--- src/design/rgbap_pkg.sv ---
// Shared constants, types and the division step helper for the RGBA alpha premultiply unit.
package rgbap_pkg;

	localparam int NUM_STAGES = 5;

	localparam logic [7:0] CHAN_MAX  = 8'd255;
	localparam logic [7:0] CEIL_BIAS = 8'd254;

	// floor(x / 255) == (x * RECIP_255) >> RECIP_SHIFT for x below 65536
	localparam logic [15:0] RECIP_255   = 16'd32897;
	localparam int          RECIP_SHIFT = 23;

	localparam logic [1:0] ACT_FLOOR  = 2'd0;
	localparam logic [1:0] ACT_CEIL   = 2'd1;
	localparam logic [1:0] ACT_UNPREM = 2'd2;

	localparam logic [1:0] MODE_PASS   = 2'd0;
	localparam logic [1:0] MODE_FLOOR  = 2'd1;
	localparam logic [1:0] MODE_CEIL   = 2'd2;
	localparam logic [1:0] MODE_UNPREM = 2'd3;

	typedef logic [7:0] chan_t;

	typedef struct packed {
		logic [NUM_STAGES:1] adv;
	} pipe_ctl_t;

	typedef struct packed {
		logic [15:0] rem;
		logic        qbit;
	} div_step_t;

	// one restoring division step against the divisor shifted left by sh
	function automatic div_step_t div_step(input logic [15:0] rem, input chan_t dvs,
			input logic [2:0] sh);
		logic [15:0] dsh;
		div_step_t   r;
		dsh = {8'b0, dvs} << sh;
		if (rem >= dsh) begin
			r.rem  = rem - dsh;
			r.qbit = 1'b1;
		end else begin
			r.rem  = rem;
			r.qbit = 1'b0;
		end
		return r;
	endfunction

endpackage

--- src/design/rgba_alpha_premultiply_unit.sv ---
// Top level of the RGBA alpha premultiply / unpremultiply unit.
// Usage:
//   Input channel (in_valid, in_stall, action, red_in, green_in, blue_in, alpha_in)
//   takes one pixel word; action selects floor premultiply, ceiling premultiply
//   or unpremultiply. Pixels with alpha 0 or 255, and the unused action code,
//   pass through unchanged; alpha always passes through.
//   Output channel (out_valid, out_stall, red_out, green_out, blue_out, alpha_out)
//   returns one converted word per input word, in order.
// An accepted word moves through the stages in order; out_valid is the valid
//   bit of the last stage, and the word leaves at an edge with out_stall low.
// Throughput: one word per cycle while out_stall is low. Premultiply is one 8x8
//   product and a reciprocal multiply; unpremultiply is a restoring divider
//   retiring two quotient bits per stage over four stages, which sets the depth.
// Reset: arst_n clears all stage valid bits; the pipeline comes up empty.
// Stall: a stalled output word holds; earlier stages keep filling empty slots
//   and in_stall rises only once all five stages hold words.
module rgba_alpha_premultiply_unit (
	input  logic       clk,
	input  logic       arst_n,
	input  logic       in_valid,
	output logic       in_stall,
	input  logic [1:0] action,
	input  logic [7:0] red_in,
	input  logic [7:0] green_in,
	input  logic [7:0] blue_in,
	input  logic [7:0] alpha_in,
	output logic       out_valid,
	input  logic       out_stall,
	output logic [7:0] red_out,
	output logic [7:0] green_out,
	output logic [7:0] blue_out,
	output logic [7:0] alpha_out
);

	rgbap_pkg::pipe_ctl_t ctl;
	logic [rgbap_pkg::NUM_STAGES:1] vld;

	rgbap_ctl u_ctl (
		.clk       (clk),
		.arst_n    (arst_n),
		.in_valid  (in_valid),
		.in_stall  (in_stall),
		.alpha_in  (alpha_in),
		.out_valid (out_valid),
		.out_stall (out_stall),
		.alpha_out (alpha_out),
		.ctl       (ctl),
		.vld       (vld)
	);

	rgbap_chan u_red (
		.clk    (clk),
		.ctl    (ctl),
		.action (action),
		.c_in   (red_in),
		.a_in   (alpha_in),
		.c_out  (red_out)
	);

	rgbap_chan u_green (
		.clk    (clk),
		.ctl    (ctl),
		.action (action),
		.c_in   (green_in),
		.a_in   (alpha_in),
		.c_out  (green_out)
	);

	rgbap_chan u_blue (
		.clk    (clk),
		.ctl    (ctl),
		.action (action),
		.c_in   (blue_in),
		.a_in   (alpha_in),
		.c_out  (blue_out)
	);

	a_stall_only_when_full: assert property (@(posedge clk) disable iff (!arst_n)
		in_stall |-> (&vld))
		else $error("input stalled while a stage is empty");

	a_stall_needs_out_stall: assert property (@(posedge clk) disable iff (!arst_n)
		in_stall |-> (out_valid && out_stall))
		else $error("input stalled without a stalled output word");

	a_fill_on_accept: assert property (@(posedge clk) disable iff (!arst_n)
		(in_valid && !in_stall) |=> vld[1])
		else $error("accepted word missing from first stage");

endmodule

--- src/design/rgbap_ctl.sv ---
// Pipeline control: stage valid bits, advance enables and the alpha delay line.
module rgbap_ctl (
	input  logic                 clk,
	input  logic                 arst_n,
	input  logic                 in_valid,
	output logic                 in_stall,
	input  rgbap_pkg::chan_t     alpha_in,
	output logic                 out_valid,
	input  logic                 out_stall,
	output rgbap_pkg::chan_t     alpha_out,
	output rgbap_pkg::pipe_ctl_t ctl,
	output logic [rgbap_pkg::NUM_STAGES:1] vld
);

	logic [rgbap_pkg::NUM_STAGES:1] vld_q;
	logic [rgbap_pkg::NUM_STAGES:1] adv;
	rgbap_pkg::chan_t alpha_s1, alpha_s2, alpha_s3, alpha_s4, alpha_s5;

	// advance a stage when it is empty or the next one moves
	always_comb begin
		adv[rgbap_pkg::NUM_STAGES] = !vld_q[rgbap_pkg::NUM_STAGES] || !out_stall;
		for (int k = rgbap_pkg::NUM_STAGES - 1; k >= 1; k--) begin
			adv[k] = !vld_q[k] || adv[k + 1];
		end
	end

	always_ff @(posedge clk or negedge arst_n) begin
		if (!arst_n) begin
			vld_q <= '0;
		end else begin
			if (adv[1]) begin
				vld_q[1] <= in_valid;
			end
			for (int k = 2; k <= rgbap_pkg::NUM_STAGES; k++) begin
				if (adv[k]) begin
					vld_q[k] <= vld_q[k - 1];
				end
			end
		end
	end

	always_ff @(posedge clk) begin
		if (adv[1]) alpha_s1 <= alpha_in;
		if (adv[2]) alpha_s2 <= alpha_s1;
		if (adv[3]) alpha_s3 <= alpha_s2;
		if (adv[4]) alpha_s4 <= alpha_s3;
		if (adv[5]) alpha_s5 <= alpha_s4;
	end

	assign in_stall  = !adv[1];
	assign out_valid = vld_q[rgbap_pkg::NUM_STAGES];
	assign alpha_out = alpha_s5;
	assign ctl.adv   = adv;
	assign vld       = vld_q;

endmodule

--- src/design/rgbap_chan.sv ---
// Datapath of one colour channel: premultiply by reciprocal, unpremultiply by restoring division.
module rgbap_chan (
	input  logic                 clk,
	input  rgbap_pkg::pipe_ctl_t ctl,
	input  logic [1:0]           action,
	input  rgbap_pkg::chan_t     c_in,
	input  rgbap_pkg::chan_t     a_in,
	output rgbap_pkg::chan_t     c_out
);

	logic [1:0]       mode_n;
	logic [15:0]      bias_n;
	logic [31:0]      prod_n;
	rgbap_pkg::div_step_t d2a, d2b, d3a, d3b, d4a, d4b, d5a, d5b;

	logic [1:0]       mode_s1, mode_s2, mode_s3, mode_s4;
	rgbap_pkg::chan_t c_s1, c_s2, c_s3, c_s4;
	rgbap_pkg::chan_t a_s1, a_s2, a_s3, a_s4;
	logic             sat_s1, sat_s2, sat_s3, sat_s4;
	logic [15:0]      p_s1;
	logic [15:0]      m_s1, rem_s2, rem_s3, rem_s4;
	rgbap_pkg::chan_t pm_s2, pm_s3, pm_s4;
	logic [7:0]       q_s2, q_s3, q_s4;
	rgbap_pkg::chan_t res_s5;

	always_comb begin
		if (a_in == 8'd0 || a_in == rgbap_pkg::CHAN_MAX) begin
			mode_n = rgbap_pkg::MODE_PASS;
		end else begin
			case (action)
				rgbap_pkg::ACT_FLOOR:  mode_n = rgbap_pkg::MODE_FLOOR;
				rgbap_pkg::ACT_CEIL:   mode_n = rgbap_pkg::MODE_CEIL;
				rgbap_pkg::ACT_UNPREM: mode_n = rgbap_pkg::MODE_UNPREM;
				default:               mode_n = rgbap_pkg::MODE_PASS;
			endcase
		end
		bias_n = (mode_n == rgbap_pkg::MODE_CEIL) ? {8'b0, rgbap_pkg::CEIL_BIAS} : 16'd0;
	end

	always_comb begin
		prod_n = 32'(p_s1) * 32'(rgbap_pkg::RECIP_255);
		d2a = rgbap_pkg::div_step(m_s1, a_s1, 3'd7);
		d2b = rgbap_pkg::div_step(d2a.rem, a_s1, 3'd6);
		d3a = rgbap_pkg::div_step(rem_s2, a_s2, 3'd5);
		d3b = rgbap_pkg::div_step(d3a.rem, a_s2, 3'd4);
		d4a = rgbap_pkg::div_step(rem_s3, a_s3, 3'd3);
		d4b = rgbap_pkg::div_step(d4a.rem, a_s3, 3'd2);
		d5a = rgbap_pkg::div_step(rem_s4, a_s4, 3'd1);
		d5b = rgbap_pkg::div_step(d5a.rem, a_s4, 3'd0);
	end

	always_ff @(posedge clk) begin
		if (ctl.adv[1]) begin
			mode_s1 <= mode_n;
			c_s1    <= c_in;
			a_s1    <= a_in;
			sat_s1  <= c_in > a_in;
			p_s1    <= ({8'b0, c_in} * {8'b0, a_in}) + bias_n;
			m_s1    <= ({c_in, 8'b0} - {8'b0, c_in}) + {8'b0, a_in} - 16'd1;
		end
		if (ctl.adv[2]) begin
			mode_s2 <= mode_s1;
			c_s2    <= c_s1;
			a_s2    <= a_s1;
			sat_s2  <= sat_s1;
			pm_s2   <= prod_n[rgbap_pkg::RECIP_SHIFT +: 8];
			rem_s2  <= d2b.rem;
			q_s2    <= {d2a.qbit, d2b.qbit, 6'b0};
		end
		if (ctl.adv[3]) begin
			mode_s3 <= mode_s2;
			c_s3    <= c_s2;
			a_s3    <= a_s2;
			sat_s3  <= sat_s2;
			pm_s3   <= pm_s2;
			rem_s3  <= d3b.rem;
			q_s3    <= {q_s2[7:6], d3a.qbit, d3b.qbit, 4'b0};
		end
		if (ctl.adv[4]) begin
			mode_s4 <= mode_s3;
			c_s4    <= c_s3;
			a_s4    <= a_s3;
			sat_s4  <= sat_s3;
			pm_s4   <= pm_s3;
			rem_s4  <= d4b.rem;
			q_s4    <= {q_s3[7:4], d4a.qbit, d4b.qbit, 2'b0};
		end
		if (ctl.adv[5]) begin
			case (mode_s4)
				rgbap_pkg::MODE_FLOOR,
				rgbap_pkg::MODE_CEIL:   res_s5 <= pm_s4;
				rgbap_pkg::MODE_UNPREM: res_s5 <= sat_s4 ? rgbap_pkg::CHAN_MAX :
						{q_s4[7:2], d5a.qbit, d5b.qbit};
				default:                res_s5 <= c_s4;
			endcase
		end
	end

	assign c_out = res_s5;

endmodule

--- config.mk ---
export PLATFORM = sky130hd
export DESIGN_NAME = rgba_alpha_premultiply_unit
export DESIGN_NICKNAME = d
export VERILOG_FILES = /design/src/design/rgbap_pkg.sv /design/src/design/rgba_alpha_premultiply_unit.sv /design/src/design/rgbap_ctl.sv /design/src/design/rgbap_chan.sv
export SDC_FILE = /design/constraint.sdc
export NUM_CORES = 2
export LEC_CHECK = 0
export BUFFER_PORTS_ARGS = -buffer_cell sky130_fd_sc_hd__buf_2
export CAP_MARGIN = 20
export CORE_MARGIN = 4
export CORE_UTILIZATION = 38
export DETAILED_ROUTE_END_ITERATION = 10
export GPL_ROUTABILITY_DRIVEN = 0
export PLACE_DENSITY = 0.53
export SLEW_MARGIN = 30
export SYNTH_ARGS = -nofsm -noshare
export SYNTH_HDL_FRONTEND = slang
export SYNTH_SLANG_ARGS = --single-unit
--- constraint.sdc ---
create_clock -name clk -period 9.25 [get_ports clk]
set_input_delay 1.85 -clock clk [delete_from_list [all_inputs] [get_ports clk]]
set_output_delay 1.85 -clock clk [all_outputs]
set_load 0.005 [all_outputs]
==> results.py <==
metrics = {
    "setup_path": {
        "cpMaxStageDelayCell": "or3_2",
        "cp_cell_sequence": "buf_2 -> nor4_1 -> a21oi_1 -> nand2_1 -> or3_2 -> buf_4 -> fa_1 -> inv_1 -> fa_1 -> inv_1 -> fa_1 -> fa_1 -> inv_1 -> ha_1 -> nor2b_1 -> o21ai_0 -> a21boi_0 -> o21ai_0 -> a21oi_1 -> o21ai_0 -> o311ai_0",
        "timing.critical_path.buf_inv": 5,
        "start_kind": "input port",
        "worstSetupEndpointType": "flop",
        "cp_top_family": "adder cells",
        "critPathKind": "in2reg",
        "slowest_delay_ps": 730,
        "required_ps": 9620,
        "path_common_cell": "fa_1",
        "path_max_fanout": 20,
        "reg2reg_slack_ps": 3090,
        "cp_data_arrival_time_ps": 7970,
        "worstReg2RegEnd": "u_blue.rem_s3[5]",
        "r2r-start": "u_green.a_s2[3]",
        "r2r_cells": 16,
    },
    "place": {
        "io_buffers": 71,
        "dpl_cell_area_mm2": 0.0420,
        "dpl.hpwl_mm": 79.9,
    },
    "clocking": {
        "cts_hold_buffers": 0,
        "cts_root_buf": "clkbuf_16",
        "clk_path_buf_depth": 3,
        "postCtsSetupRepairBufs": 0,
        "path_clk_slew_ps": 60,
        "clock_latency_ps": 640,
        "cts-buffers-inserted": 66,
        "post_cts_resized": 0,
        "clock_sinks": 533,
        "tritoncts": "done",
        "h-tree-depth": 3,
    },
    "timing": {
        "finalCritPeriodShare_pct": 82.1,
        "relSlewSlack_pct": 39.1,
        "slew_violations": 0,
        "max_freq_mhz": 132,
        "fin_skew_ps": 56.0,
        "period_minus_slack_ps": 7600,
        "rsz0062_at_grt": "false",
        "worst_pin_slew_ps": 913,
        "setup_violations": 0,
        "hold_viol_final": 0,
        "finalSetupTns_ps": 0,
    },
    "synthesis": {
        "synthTopCellsByArea": "edfxtp_1 (40%), ha_1 (17%), fa_1 (7.8%), inv_1 (3.6%), xnor2_1 (3.4%)",
        "syn_area_mm2": 0.0400,
        "ys_seq_area_share_pct": 40.0,
        "yosysUniqueCellTypes": 96,
        "synth-edff-count": 528,
        "synth_fp_nets": 4406,
        "synth.avg_cell_area_um2": 10.9,
        "synthArstFlopShare_pct": 0.938,
        "ys_warn_count": 0,
        "synthCells": 3656,
        "synth_flop_cell": "edfxtp_1",
        "yosysTopAreaCellShare_pct": 39.7,
        "ys_ff_latch": 533,
        "yosysTopAreaCell": "edfxtp_1",
    },
    "floorplanning": {
        "initial_core_util_pct": 38.5,
        "die_y_um": 332,
        "die_area_mm2": 0.110,
        "die_w_um": 332,
        "core-area_mm2": 0.104,
        "io_pins": 72,
        "num_rows": 118,
    },
    "drt": {
        "drc": 0,
        "route.vias.total": 27100,
        "initialDrtViolationCount": 1927,
        "vias_per_cell": 5.22,
        "detail_route.wl_per_cell_um": 19.7,
        "drt_first_pass_iters": 5,
        "ant_nets": 0,
        "routed_wl_mm": 102,
    },
    "grt": {
        "grt_antenna_before_repair": 19,
        "grt_pass1_vias": 26600,
        "grtUsageTotal_pct": 18.3,
        "grt_max_degree": 135,
        "globalRouteOverflowTotal": 0,
        "grt_pass1_wl_mm": 157,
    },
    "power": {
        "p_per_area_mw_per_mm2": 366,
        "pwr-share-comb_pct": 55.7,
        "power_frac_seq_pct": 28.2,
        "internal_power_mw": 9.56,
        "power.leakage_nw": 19.1,
        "p_switching_mw": 6.65,
        "power.clock.fraction_pct": 16.1,
        "peakVddDrop_v": 0.000169,
        "sw_frac_of_total_pct": 41.0,
    },
    "cells_and_area": {
        "nFillCells": 9950,
        "drive_gt1_share_pct": 9.51,
        "area_growth_pct": 10.7,
        "fin_area_mm2": 0.0443,
        "num-nets-final": 4506,
    },
    "min_path": {
        "worst_hold_startpoint": "u_blue.c_s3[2]",
        "hp-class": "reg2reg",
        "min_path_cells": 0,
        "worst_hold_path.endpoint": "u_blue.c_s4[2]",
    },
    "status": {
        "outcome": "finished clean",
    },
    "run": {
        "drv_cap": 0,
    },
}
## layout by cell type, fill, tap and decap left out, types with 10 or more instances in the layout
master     Yosys  final
o21ai_0      170    170
xor2_1        53     53
a21o_1        63     63
xnor2_1      153    153
or2_2         20     20
o211ai_1      22     22
mux2i_1       24     24
buf_2          5     71
edfxtp_1     528    528
clkbuf_16      0     66
or3_1         22     21
nor4_1        27     27
and2_1        11     11
clkinv_1       3     10
nor2b_1       49     49
inv_1        386    385
clkinv_2       0     10
nand2_1      278    276
or4_1         14     14
a31oi_1       12     12
o31ai_1       13     13
mux2_4        11     11
nor3_1        55     55
ha_1         556    556
nor2_1       268    268
fa_1         156    156
mux2_2        96     96
a211oi_1      22     22
a21oi_1      216    216
buf_4          0     19
and3_1        17     17
nand4_1       43     43
o21a_1        36     36
nand2b_1      42     42
o21bai_1      23     23
nand3_1       39     38
## per-stage QoR
| stage | util (%) | hold WS [ps] | instances | setup WS, ps | total power, mW |
|---|---|---|---|---|---|
| final | 42.6 | 398 | 5188 | 1650 | 16.2 |
| after global routing | 42.6 | 415 | 5186 | 1300 | 17.8 |
| after CTS | 42.6 | 395 | 5186 | 1740 | 16.3 |
| after detailed placement | 40.4 | 405 | 5068 | 1080 | 13.6 |
| after global placement | 40.4 | 401 | 5068 | 1020 | 13.6 |
| after floorplan | - | 400 | 3656 | 931 | 11.4 |
## power groups by stage
stage | Clock [mW] | Sequential, mW | Combinational [mW]
final | 2.62 | 4.56 | 9.03
after global routing | 2.80 | 4.65 | 10.3
after CTS | 2.69 | 4.57 | 9.08
after detailed placement | 0 | 4.61 | 8.99
after global placement | 0 | 4.60 | 8.95
after floorplan | 0 | 4.31 | 7.10
## worst max path at each step
stage	from	end	slack, ps	cells past startpoint
floorplan	out_stall	in_stall	930	3
global placement	alpha_in[2]	u_red.p_s1[14]	1020	21
detailed placement	alpha_in[2]	u_red.p_s1[14]	1080	21
CTS	alpha_in[2]	u_red.p_s1[14]	1740	21
global route	alpha_in[2]	u_red.p_s1[14]	1300	23
finish	alpha_in[2]	u_red.p_s1[14]	1650	21
## cell usage after synthesis, types with 7 or more instances
master,count
ha_1,556
edfxtp_1,528
inv_1,386
nand2_1,278
nor2_1,268
a21oi_1,216
o21ai_0,170
fa_1,156
xnor2_1,153
mux2_2,96
a21o_1,63
nor3_1,55
xor2_1,53
clkbuf_1,49
nor2b_1,49
nand4_1,43
nand2b_1,42
nand3_1,39
o21a_1,36
nor4_1,27
mux2i_1,24
o21bai_1,23
a211oi_1,22
o211ai_1,22
or3_1,22
or2_2,20
and3_1,17
or4_1,14
o31ai_1,13
a31oi_1,12
and2_1,11
mux2_4,11
a21boi_0,9
nand4b_1,9
o31a_1,8
o41ai_1,8
a2111oi_0,7
a211o_1,7
o22ai_1,7
## metal layers
metal,share of wire [%],global-route usage [%]
met5,0.030,0
met4,2.9,5.39
met3,5.0,3.38
met1,48,25.9
met2,44,28.8
## worst reg2reg max path, delay by kind of cell, from the launching register on
kind	cells	cell delay [ps]
compound gates	6	1800
simple gates	5	1740
mux	2	850
fa+ha+maj	2	710
flops	1	510
buf+inv	1	340
## cells by family (layout without fill, tap and decap cells)
logic type,Yosys count,count (layout),share of synthesized area (%)
other,0,2,0
adder cells (fa/ha/maj),712,712,25.2
AND/OR/NAND/NOR,928,928,11.2
XOR/XNOR,206,206,4.51
buffers and inverters,452,602,4.34
AO/OA/AOI/OAI,694,694,11.0
flip-flops,533,533,40.0
multiplexers,131,131,3.72
## cell type report
type                    instances  area (um^2)  area share (%)
multi-input cells            2671        22300            50.4
flip-flops and latches        533        16000            36.1
well taps                    1380         1730            3.90
clock buffers                  72         1670            3.78
inverters                     393         1480            3.34
clock inverters                46          554            1.25
repair buffers                 91          518            1.17
diodes                          2         5.00          0.0113
Note: power is estimated with default switching activity, not from simulation.
